==> src/design/rsof_pkg.sv <==
`timescale 1ns / 1ps

package rsof_pkg;

	// Encoder direction of each wheel: +1 counts forward, -1 reversed, 0 ignored.
	localparam int LEFT_SIGN  = 1;
	localparam int RIGHT_SIGN = 1;

	localparam int ODO_W    = 48;
	localparam int FRAC_W   = 16;
	localparam int SCALE_W  = 24;
	localparam int CFG_W    = 32;
	localparam int CFG_IDX_W = 3;
	localparam logic [ODO_W-1:0] ODO_MAX = '1;

	// Command codes carried on the input tuser.
	typedef enum logic [1:0] {
		CMD_START = 2'd0,
		CMD_TICK  = 2'd1,
		CMD_STOP  = 2'd2
	} cmd_t;

	// Run state codes reported with every result word.
	typedef enum logic [2:0] {
		RS_IDLE     = 3'd0,
		RS_RUNNING  = 3'd1,
		RS_COMPLETE = 3'd2,
		RS_CHASSIS  = 3'd3,
		RS_OFFLINE  = 3'd4,
		RS_TIMEOUT  = 3'd5,
		RS_LOST     = 3'd6,
		RS_USER     = 3'd7
	} run_state_t;

	// Configuration register indexes.
	typedef enum logic [CFG_IDX_W-1:0] {
		REG_DISTANCE_SCALE = 3'd0,
		REG_APPROACH_DIST  = 3'd1,
		REG_ARM_DIST       = 3'd2,
		REG_POST_MARKER    = 3'd3,
		REG_LAP_TIMEOUT    = 3'd4,
		REG_OFFLINE_TMO    = 3'd5,
		REG_LINE_LOSS_TMO  = 3'd6,
		REG_MARKER_DEB     = 3'd7
	} reg_idx_t;

	// Input word layout, lowest bit at the bottom of the list.
	typedef struct packed {
		logic [2:0]  pad;
		logic        marker_seen;
		logic        track_lost;
		logic        sensor_online;
		logic        chassis_following;
		logic        chassis_disabled;
		logic [31:0] right_total;
		logic [31:0] left_total;
		logic [31:0] now_ms;
	} in_word_t;

	// Result word layout, lowest bit at the bottom of the list.
	typedef struct packed {
		logic [5:0]  pad;
		logic        follow_enable;
		logic        speed_select;
		logic        stop_motor;
		logic        braking;
		logic        finish_ready;
		logic        approach_on;
		logic [31:0] brake_distance_um;
		logic [31:0] distance_um;
		logic [31:0] run_time_ms;
		logic        start_accepted;
		run_state_t  run_state;
	} out_word_t;

	// Progress and debounce flags of a run.
	typedef struct packed {
		logic approach;
		logic armed;
		logic braking;
		logic marker;
		logic lost;
		logic offline;
	} flags_t;

endpackage

==> src/design/run_supervisor_odometry_fsm_unit.sv <==
`timescale 1ns / 1ps
// An accepted word is held in the input register and its result word in the result register.
// Throughput: one word per cycle while the output is not stalled; the supervisor state updates
// in the same pass that fills the result register, so the next word sees it at once.
// Reset (arst_n low, asynchronous): run idle, odometry and timers zero, registers
// at their defaults; no clearing pass is needed.
module run_supervisor_odometry_fsm_unit
	import rsof_pkg::*;
(
	input  logic                 clk,
	input  logic                 arst_n,
	input  logic                 s_tvalid,
	output logic                 s_tready,
	// now_ms[31:0], left_total[63:32], right_total[95:64], chassis_disabled[96],
	// chassis_following[97], sensor_online[98], track_lost[99], marker_seen[100], zero pad
	input  logic [103:0]         s_tdata,
	// command[1:0]
	input  logic [1:0]           s_tuser,
	output logic                 m_tvalid,
	input  logic                 m_tready,
	// run_state[2:0], start_accepted[3], run_time_ms[35:4], distance_um[67:36],
	// brake_distance_um[99:68], approach_on[100], finish_ready[101], braking[102],
	// stop_motor[103], speed_select[104], follow_enable[105], zero pad
	output logic [111:0]         m_tdata,
	input  logic                 cfg_we,
	input  logic [CFG_IDX_W-1:0] cfg_index,
	input  logic [CFG_W-1:0]     cfg_data
);

	// Configuration registers.
	logic [SCALE_W-1:0] distance_scale_q;
	logic [23:0]        approach_distance_q;
	logic [23:0]        arm_distance_q;
	logic [23:0]        post_marker_distance_q;
	logic [31:0]        lap_timeout_q;
	logic [15:0]        offline_timeout_q;
	logic [15:0]        line_loss_timeout_q;
	logic [15:0]        marker_debounce_q;

	always_ff @(posedge clk or negedge arst_n) begin
		if (!arst_n) begin
			distance_scale_q       <= 24'd65536;
			approach_distance_q    <= '0;
			arm_distance_q         <= '0;
			post_marker_distance_q <= 24'd230000;
			lap_timeout_q          <= 32'd60000;
			offline_timeout_q      <= 16'd500;
			line_loss_timeout_q    <= 16'd500;
			marker_debounce_q      <= 16'd20;
		end else if (cfg_we) begin
			unique case (reg_idx_t'(cfg_index))
				REG_DISTANCE_SCALE: distance_scale_q       <= cfg_data[SCALE_W-1:0];
				REG_APPROACH_DIST:  approach_distance_q    <= cfg_data[23:0];
				REG_ARM_DIST:       arm_distance_q         <= cfg_data[23:0];
				REG_POST_MARKER:    post_marker_distance_q <= cfg_data[23:0];
				REG_LAP_TIMEOUT:    lap_timeout_q          <= cfg_data[31:0];
				REG_OFFLINE_TMO:    offline_timeout_q      <= cfg_data[15:0];
				REG_LINE_LOSS_TMO:  line_loss_timeout_q    <= cfg_data[15:0];
				REG_MARKER_DEB:     marker_debounce_q      <= cfg_data[15:0];
			endcase
		end
	end

	// Handshake: the input register moves on whenever the result register is free
	// or being emptied.
	logic      valid_s1;
	in_word_t  word_s1;
	cmd_t      cmd_s1;
	logic      advance;
	logic      out_valid_q;
	out_word_t out_q;

	assign advance  = !out_valid_q || m_tready;
	assign s_tready = !valid_s1 || advance;
	assign m_tvalid = out_valid_q;
	assign m_tdata  = out_q;

	always_ff @(posedge clk or negedge arst_n) begin
		if (!arst_n) begin
			valid_s1 <= 1'b0;
		end else if (s_tready) begin
			valid_s1 <= s_tvalid;
		end
	end

	always_ff @(posedge clk) begin
		if (s_tready && s_tvalid) begin
			word_s1 <= in_word_t'(s_tdata);
			cmd_s1  <= cmd_t'(s_tuser);
		end
	end

	// Supervisor state.
	run_state_t       phase_q;
	logic [31:0]      start_time_q;
	logic [31:0]      elapsed_q;
	logic [31:0]      last_left_q;
	logic [31:0]      last_right_q;
	logic [ODO_W-1:0] odometer_q;
	logic [ODO_W-1:0] marker_odometer_q;
	logic [ODO_W-1:0] brake_odometer_q;
	logic [31:0]      marker_since_q;
	logic [31:0]      lost_since_q;
	logic [31:0]      offline_since_q;
	flags_t           flags_q;

	// Odometry: signed encoder deltas, forward sum, scaled and saturated.
	logic signed [31:0]      dl;
	logic signed [31:0]      dr;
	logic signed [33:0]      term_l;
	logic signed [33:0]      term_r;
	logic signed [33:0]      sum_s;
	logic                    forward;
	logic [56:0]             product;
	logic [ODO_W:0]          odo_sum;
	logic [ODO_W-1:0]        odo_adv;

	always_comb begin
		dl = signed'(word_s1.left_total - last_left_q);
		dr = signed'(word_s1.right_total - last_right_q);
		term_l = (LEFT_SIGN > 0) ? 34'(dl) : ((LEFT_SIGN < 0) ? -34'(dl) : '0);
		term_r = (RIGHT_SIGN > 0) ? 34'(dr) : ((RIGHT_SIGN < 0) ? -34'(dr) : '0);
		sum_s = term_l + term_r;
		forward = !sum_s[33] && (sum_s != '0);
		product = 57'(sum_s[32:0]) * 57'(distance_scale_q);
		odo_sum = (ODO_W+1)'(odometer_q) + (ODO_W+1)'(product[56:1]);
		if (!forward) begin
			odo_adv = odometer_q;
		end else if (product[56:ODO_W+1] != '0 || odo_sum[ODO_W]) begin
			odo_adv = ODO_MAX;
		end else begin
			odo_adv = odo_sum[ODO_W-1:0];
		end
	end

	// Next state and result for the word in the input register.
	run_state_t       phase_n;
	logic [31:0]      start_time_n;
	logic [31:0]      elapsed_n;
	logic [31:0]      last_left_n;
	logic [31:0]      last_right_n;
	logic [ODO_W-1:0] odometer_n;
	logic [ODO_W-1:0] marker_odometer_n;
	logic [ODO_W-1:0] brake_odometer_n;
	logic [31:0]      marker_since_n;
	logic [31:0]      lost_since_n;
	logic [31:0]      offline_since_n;
	flags_t           flags_n;
	logic             accepted;
	logic             stop;
	logic             follow;
	logic             ended;
	run_state_t       end_code;
	out_word_t        result;

	always_comb begin
		phase_n           = phase_q;
		start_time_n      = start_time_q;
		elapsed_n         = elapsed_q;
		last_left_n       = last_left_q;
		last_right_n      = last_right_q;
		odometer_n        = odometer_q;
		marker_odometer_n = marker_odometer_q;
		brake_odometer_n  = brake_odometer_q;
		marker_since_n    = marker_since_q;
		lost_since_n      = lost_since_q;
		offline_since_n   = offline_since_q;
		flags_n           = flags_q;
		accepted          = 1'b0;
		follow            = 1'b0;
		ended             = 1'b0;
		end_code          = RS_COMPLETE;

		case (cmd_s1)
			CMD_START: begin
				if (word_s1.chassis_disabled) begin
					phase_n           = RS_RUNNING;
					flags_n           = '0;
					elapsed_n         = '0;
					odometer_n        = '0;
					brake_odometer_n  = '0;
					marker_odometer_n = '0;
					start_time_n      = word_s1.now_ms;
					last_left_n       = word_s1.left_total;
					last_right_n      = word_s1.right_total;
					accepted          = 1'b1;
					follow            = 1'b1;
				end
			end
			CMD_TICK: begin
				if (phase_q == RS_RUNNING) begin
					elapsed_n    = word_s1.now_ms - start_time_q;
					last_left_n  = word_s1.left_total;
					last_right_n = word_s1.right_total;
					odometer_n   = odo_adv;
					// Checks in priority order; the first ending wins.
					if (!word_s1.chassis_following) begin
						ended    = 1'b1;
						end_code = RS_CHASSIS;
					end else if (!word_s1.sensor_online && flags_q.offline &&
							(word_s1.now_ms - offline_since_q) >= 32'(offline_timeout_q)) begin
						ended    = 1'b1;
						end_code = RS_OFFLINE;
					end else begin
						if (!word_s1.sensor_online) begin
							if (!flags_q.offline) begin
								flags_n.offline = 1'b1;
								offline_since_n = word_s1.now_ms;
							end
						end else begin
							flags_n.offline = 1'b0;
						end
						if (elapsed_n >= lap_timeout_q) begin
							ended    = 1'b1;
							end_code = RS_TIMEOUT;
						end else if (word_s1.track_lost && flags_q.lost &&
								(word_s1.now_ms - lost_since_q) >= 32'(line_loss_timeout_q)) begin
							ended    = 1'b1;
							end_code = RS_LOST;
						end else begin
							if (word_s1.track_lost) begin
								if (!flags_q.lost) begin
									flags_n.lost = 1'b1;
									lost_since_n = word_s1.now_ms;
								end
							end else begin
								flags_n.lost = 1'b0;
							end
							if (odo_adv >= {approach_distance_q, {FRAC_W{1'b0}}}) begin
								flags_n.approach = 1'b1;
							end
							if (odo_adv >= {arm_distance_q, {FRAC_W{1'b0}}}) begin
								flags_n.armed = 1'b1;
							end
							if (flags_q.braking) begin
								brake_odometer_n = odo_adv - marker_odometer_q;
								if (brake_odometer_n >= {post_marker_distance_q, {FRAC_W{1'b0}}}) begin
									ended    = 1'b1;
									end_code = RS_COMPLETE;
								end
							end else if (flags_n.armed && word_s1.marker_seen) begin
								if (!flags_q.marker) begin
									flags_n.marker    = 1'b1;
									marker_since_n    = word_s1.now_ms;
									marker_odometer_n = odo_adv;
								end else if ((word_s1.now_ms - marker_since_q) >=
										32'(marker_debounce_q)) begin
									flags_n.braking  = 1'b1;
									flags_n.approach = 1'b1;
									brake_odometer_n = odo_adv - marker_odometer_q;
								end
							end else begin
								flags_n.marker = 1'b0;
							end
						end
					end
				end
			end
			CMD_STOP: begin
				if (phase_q == RS_RUNNING) begin
					ended    = 1'b1;
					end_code = RS_USER;
				end
			end
			default: begin
			end
		endcase

		// Any ending freezes the time and drops the debounce trackers.
		if (ended) begin
			elapsed_n      = word_s1.now_ms - start_time_q;
			phase_n        = end_code;
			flags_n.marker = 1'b0;
			flags_n.lost   = 1'b0;
			flags_n.offline = 1'b0;
		end
		stop = ended;

		result                   = '0;
		result.run_state         = phase_n;
		result.start_accepted    = accepted;
		result.run_time_ms       = elapsed_n;
		result.distance_um       = odometer_n[ODO_W-1:FRAC_W];
		result.brake_distance_um = brake_odometer_n[ODO_W-1:FRAC_W];
		result.approach_on       = flags_n.approach;
		result.finish_ready      = flags_n.armed;
		result.braking           = flags_n.braking;
		result.stop_motor        = stop;
		result.speed_select      = (phase_n == RS_RUNNING) && flags_n.approach;
		result.follow_enable     = follow;
	end

	// State commit, together with the result register load.
	always_ff @(posedge clk or negedge arst_n) begin
		if (!arst_n) begin
			phase_q           <= RS_IDLE;
			start_time_q      <= '0;
			elapsed_q         <= '0;
			last_left_q       <= '0;
			last_right_q      <= '0;
			odometer_q        <= '0;
			marker_odometer_q <= '0;
			brake_odometer_q  <= '0;
			marker_since_q    <= '0;
			lost_since_q      <= '0;
			offline_since_q   <= '0;
			flags_q           <= '0;
			out_valid_q       <= 1'b0;
		end else if (advance) begin
			out_valid_q <= valid_s1;
			if (valid_s1) begin
				phase_q           <= phase_n;
				start_time_q      <= start_time_n;
				elapsed_q         <= elapsed_n;
				last_left_q       <= last_left_n;
				last_right_q      <= last_right_n;
				odometer_q        <= odometer_n;
				marker_odometer_q <= marker_odometer_n;
				brake_odometer_q  <= brake_odometer_n;
				marker_since_q    <= marker_since_n;
				lost_since_q      <= lost_since_n;
				offline_since_q   <= offline_since_n;
				flags_q           <= flags_n;
			end
		end
	end

	always_ff @(posedge clk) begin
		if (advance && valid_s1) begin
			out_q <= result;
		end
	end

	// A stop pulse always reports a finished run.
	assert property (@(posedge clk) disable iff (!arst_n)
		out_valid_q && out_q.stop_motor |->
			out_q.run_state != RS_RUNNING && out_q.run_state != RS_IDLE)
		else $error("stop pulse without a finished run state");

	// A follow pulse comes only with an accepted start and a running state.
	assert property (@(posedge clk) disable iff (!arst_n)
		out_valid_q && out_q.follow_enable |->
			out_q.start_accepted && out_q.run_state == RS_RUNNING)
		else $error("follow pulse without an accepted start");

	// Approach speed is requested only while running in the approach phase.
	assert property (@(posedge clk) disable iff (!arst_n)
		out_valid_q && out_q.speed_select |->
			out_q.approach_on && out_q.run_state == RS_RUNNING)
		else $error("approach speed outside the approach phase");

	// The input side stalls only when both stages hold a word that is not taken.
	assert property (@(posedge clk) disable iff (!arst_n)
		!s_tready |-> valid_s1 && out_valid_q && !m_tready)
		else $error("input stalled with a free stage");

	// The state held in the result register matches the committed run state.
	assert property (@(posedge clk) disable iff (!arst_n)
		$past(advance && valid_s1) |-> out_q.run_state == phase_q)
		else $error("result run state differs from the committed state");

endmodule

==> config.mk <==
export PLATFORM = sky130hd
export DESIGN_NAME = run_supervisor_odometry_fsm_unit
export DESIGN_NICKNAME = d
export VERILOG_FILES = /design/src/design/rsof_pkg.sv /design/src/design/run_supervisor_odometry_fsm_unit.sv
export SDC_FILE = /design/constraint.sdc
export NUM_CORES = 2
export LEC_CHECK = 0
export ABC_AREA = 1
export BUFFER_PORTS_ARGS = -buffer_cell sky130_fd_sc_hd__clkbuf_2
export CORE_MARGIN = 8
export CORE_UTILIZATION = 25
export CTS_CLUSTER_SIZE = 16
export DETAILED_ROUTE_END_ITERATION = 7
export PLACE_DENSITY_LB_ADDON = 0.15
export SETUP_SLACK_MARGIN = 0.4
export SLEW_MARGIN = 20
export SYNTH_ARGS = -nofsm -noshare
export SYNTH_HDL_FRONTEND = slang
export SYNTH_SLANG_ARGS = --single-unit
==> constraint.sdc <==
create_clock -name clk -period 45.6 [get_ports clk]
set_input_delay 13.68 -clock clk [delete_from_list [all_inputs] [get_ports clk]]
set_output_delay 13.68 -clock clk [all_outputs]
set_load 0.01 [all_outputs]
## After elaboration in Yosys (flattened, before gate mapping)

Cells that the tools add are included.

| word-level totals | value |
|---|---|
| flip-flop bits (word level) | 747 |
| input port bits | 146 |
| output and inout port bits | 114 |
| word-level logic and storage cells | 222 |

| cells by class | value |
|---|---|
| $add $sub $neg | 9 |
| multipliers | 1 |
| magnitude comparators | 7 |
| equal/unequal tests | 27 |
| mux-type cells | 83 |
| bitwise operators | 8 |
| reduce and logical (&&, ||, !) cells | 40 |

Operators with widths:

| operator | count |
|---|---|
| 2-to-1 mux 48 bit | 23 |
| one-hot mux 48 bit (2 select lines) | 3 |
| 2-to-1 mux 32 bit | 7 |
| one-hot mux 32 bit (2 select lines) | 3 |
| subtractor 32 bit | 6 |
| greater-or-equal comparator 48 x 40 -> 1 bit | 3 |
| greater-or-equal comparator 32 x 16 -> 1 bit | 3 |
| multiplier 33 x 24 -> 57 bit | 1 |
| adder 48 x 49 -> 49 bit | 1 |
| subtractor 48 bit | 1 |
| nonzero test 34 bit | 1 |
| adder 32 x 32 -> 33 bit | 1 |
| greater-or-equal comparator 32 bit | 1 |
| 2-to-1 mux 3 bit | 10 |
| 2-to-1 mux 1 bit | 27 |
| 2-to-1 mux 6 bit | 4 |
| != test 3 bit, second input constant | 7 |
| AND reduction 10 bit | 2 |
| != test 2 bit, second input constant | 9 |
| AND reduction 2 bit | 9 |
| equality test 3 bit, second input constant | 4 |
| one-hot mux 6 bit (2 select lines) | 1 |
| AND reduction 12 bit | 1 |
| AND reduction 11 bit | 1 |
| 22 further kinds | 46 |

## Logic depth before layout (Yosys ltp)

| depth | value |
|---|---|
| word-level depth | 25 |
| gate-level depth with buffers | 114 |

## Worst setup path before layout

OpenSTA, ideal clock, no wires.

| path | value |
|---|---|
| kind | in2out |
| from | input m_tready |
| to | output s_tready |
| arrival | 13.957 ns |
| required time | 31.920 ns |
| setup slack | 17.963 ns |
| stages | 2 |
| buffers on the path | 0 |
| cells stage by stage | nor2_1 -> nand2_1 |

| between the ends | value |
|---|---|
| word-level cells in the longest chain between the ends | 2 |

RTL lines:

| element | line | RTL |
|---|---|---|
| from (decl) | run_supervisor_odometry_fsm_unit.sv:20 | `input logic m_tready,` |
| logical OR 1 bit | run_supervisor_odometry_fsm_unit.sv:73 | `assign advance = !out_valid_q \|\| m_tready;` |
| logical OR 1 bit | run_supervisor_odometry_fsm_unit.sv:74 | `assign s_tready = !valid_s1 \|\| advance;` |
| to (decl) | run_supervisor_odometry_fsm_unit.sv:13 | `output logic s_tready,` |

No other way between the ends.

## Final worst setup path

Ends and elaborated chain as after synthesis.

==> reports/results.tsv <==
stage	metric	value	unit
status	outcome	finished, final reports clean	
route	wl_per_cell	20.5	µm
synth	synth.top_cell.area_share	17.8	%
critical_path	critPathSlowestCell	nor2_1	
timing	worst_slew_pin_slew	1.15	ns
floorplan	row_count	204	
global_route	grt_max_degree	151	
floorplan	core-area	0.309	mm²
synth	synth_top_cells_by_area	fa_1, dfrtp_1, nand2_1	
floorplan	start_util	25.1	%
timing	fin_crit_sh	61.9	%
layout	area_delta_synth_final	12.0	%
route	drt-vias-per-instance	4.55	
global_route	grt_overflow_total	0	
synth	synth_ff_type	dfrtp_1	
critical_path	crit_buf_inv	2	
critical_path	endpoint_kind	output port	
synth	yosys.area.top_type	fa_1	
floorplan	die_h	573	µm
layout	post-route-util	28.1	%
route	route.vias.total	65900	
global_route	first_global_vias	67700	
clock_tree	clk_latency	0.76	ns
critical_path	critical_path.max_stage_delay	0.40	ns
timing	finalMaxSlewViolations	0	
synth	ys_warn_count	0	
critical_path	r2r_cells	93	
synth	yosysUniqueCellTypes	73	
critical_path	cp_data_required_time	31.92	ns
timing	hold_violations	0	
timing	max_freq	35.5	MHz
global_route	antenna_found_initial	17	
synth	yosys_register_bits	747	
layout	final_net_count	11800	
timing	skew	0.0720	ns
route	drt-pass1-iter-count	5	
critical_path	critPathKind	input port to output port	
critical_path	crit_path_frequent_cell	clkbuf_2	
synth	yosysSeqAreaShare	25.5	%
clock_tree	cts.sinks	747	
clock_tree	cts_buffers	93	
floorplan	io_pins	260	
worst_hold_path	hold_depth	2	
worst_hold_path	hold_path.class	register to register	
critical_path	cp.arrival	14.53	ns
place	portBuffers	250	
clock_tree	cts_tree	built	
clock_tree	h-tree-depth	3	
critical_path	cp_num_cells	4	
critical_path	cp_max_fo	3	
critical_path	cp-startpoint	m_tready	
worst_hold_path	worstHoldStart	flags_q[5]$_DFFE_PN0P_	
floorplan	die_w	573	µm
global_route	grt_util_all_layers	17.9	%
layout	drive_above_1_share	6.81	%
critical_path	r2r_slack	22.74	ns
place	dp_hpwl	236000	µm
timing	slew_headroom	23.3	%
clock_tree	path_clk_slew	0.07	ns
route	drc_errors	0	
timing	finalSetupViolations	0	
route	ant_nets	0	
flow_run	drv_cap	0	
synth	async_flop_share	72.2	%
synth	syn_area_per_cell	7.66	µm²
critical_path	path_cells	clkbuf_2, nor2_1, nand2_1, clkbuf_2	
critical_path	reg2reg_from	word_s1[34]$_DFFE_PP_	
floorplan	die_area	0.328	mm²
timing	period_minus_slack	28.21	ns
clock_tree	ctsHoldBuffers	0	
timing	setup_tns	0	ns
route	drt_iter0_drc	4684	
critical_path	start_kind	input port	
timing	rsz0062_at_grt	false	
synth	synthesis.area	0.0775	mm²
clock_tree	cts_resized	0	
clock_tree	cts_setup_buffers	0	
clock_tree	clock_path_buffers	3	
critical_path	critPathTopFamily	simple AND/OR/NAND/NOR gates	
synth	postSynthCellCount	10100	
clock_tree	cts-root-buf	clkbuf_16	
synth	synth_edf_count	208	
route	wirelength	297000	µm
place	gp_congestion	0.909	
global_route	grt_pass1_wl	443000	µm
-- area by class of cell --
cell class / count / area, µm²
sequential: 747 / 19800
multi-input combinational: 7024 / 48800
clock buffer: 129 / 2610
inverter: 2051 / 7710
antenna: 6 / 15.0
tap: 4120 / 5150
timing repair buffer: 353 / 2080
fill: 33600 / 222000
clock inverter: 46 / 596
-- sequential cells by signal, summed over array words and instances, names as in the netlist, 32 cells and up --
signal	cells
brake_odometer_q	32
elapsed_q	32
lap_timeout_q	32
last_left_q	32
last_right_q	32
lost_since_q	32
m_tdata	105
marker_odometer_q	48
marker_since_q	32
odometer_q	48
offline_since_q	32
start_time_q	32
word_s1	101
-- synthesized netlist by cell type, drive strengths merged, types with 13 or more instances --
| library cell | number |
|---|---|
| inv | 2034 |
| o21a | 21 |
| nor3 | 61 |
| a21oi | 516 |
| o31ai | 13 |
| edfxtp | 208 |
| a221oi | 21 |
| a21boi | 25 |
| o21bai | 30 |
| ha | 651 |
| a21o | 37 |
| o22ai | 30 |
| dfrtp | 510 |
| o21ai | 695 |
| nand2 | 2525 |
| fa | 689 |
| clkbuf | 236 |
| xor2 | 194 |
| buf | 61 |
| dfstp | 29 |
| o221ai | 16 |
| nor4 | 22 |
| a31oi | 35 |
| nor2 | 828 |
| a211oi | 13 |
| nand4 | 66 |
| a22oi | 18 |
| nand3 | 327 |
| xnor2 | 103 |
| clkinv | 17 |
| o211ai | 13 |
-- metrics by stage --
step                      cells  setup WS [ns]  hold WS [ns]  instance area (µm²)
after floorplan           10100          17.96         0.443                77500
after global placement    14300          17.44         0.461                83500
after detailed placement  14300          17.43         0.463                83500
after CTS                 14500          17.43         0.482                86700
after global routing      14500          17.35         0.505                86700
final                     14500          17.39         0.480                86800
-- kinds of logic after synthesis --
family | share of synthesized area, %
adder cells (fa/ha/maj) | 28.3
AO/OA/AOI/OAI | 10.8
buffers and inverters | 11.6
XOR/XNOR | 3.39
other | 0.00484
AND/OR/NAND/NOR | 20.4
flip-flops | 25.5
-- routing by layer --
metal,part of all wire (%),track usage (%),wire (µm),up-vias
met4,2.8,4.54,8220,0
met3,4.4,2.16,13000,323
met5,0,0,0,-
met2,47,30.6,140000,1500
li1,-,-,-,31900
met1,46,24.0,135000,32200
-- tightest hold or removal path: cells and delay by family (launching register included) --
family	cells	cell delay (ns)
flops	1	0.34
simple gates	2	0.10
-- worst paths after layout --
check                                               to
min in group asynchronous   odometer_q[36]$_DFFE_PN0P_
hold / removal                  flags_q[5]$_DFFE_PN0P_
setup / recovery                              s_tready
hold reg to reg                 flags_q[5]$_DFFE_PN0P_
max in group asynchronous  last_right_q[3]$_DFFE_PN0P_
setup reg to reg             elapsed_q[31]$_DFFE_PN0P_
-- placed cells by master, fill, tap and decap left out, types with 24 or more instances in the layout --
cell,n
nand2_1,2455
inv_1,2011
nor2_1,811
fa_1,688
ha_1,650
o21ai_0,624
a21oi_1,514
dfrtp_1,510
nand3_1,296
clkbuf_2,249
edfxtp_1,208
xor2_1,192
xnor2_1,103
buf_4,100
clkbuf_16,94
o21ai_1,65
nand4_1,64
nand2_2,64
nor3_1,56
a21o_1,37
a31oi_1,35
o21bai_1,30
nand3_2,30
o22ai_1,30
dfstp_2,29
a21boi_0,24
Power is not shown: default switching activity piles up to over one toggle a cycle in this logic, so the estimate is an artifact.
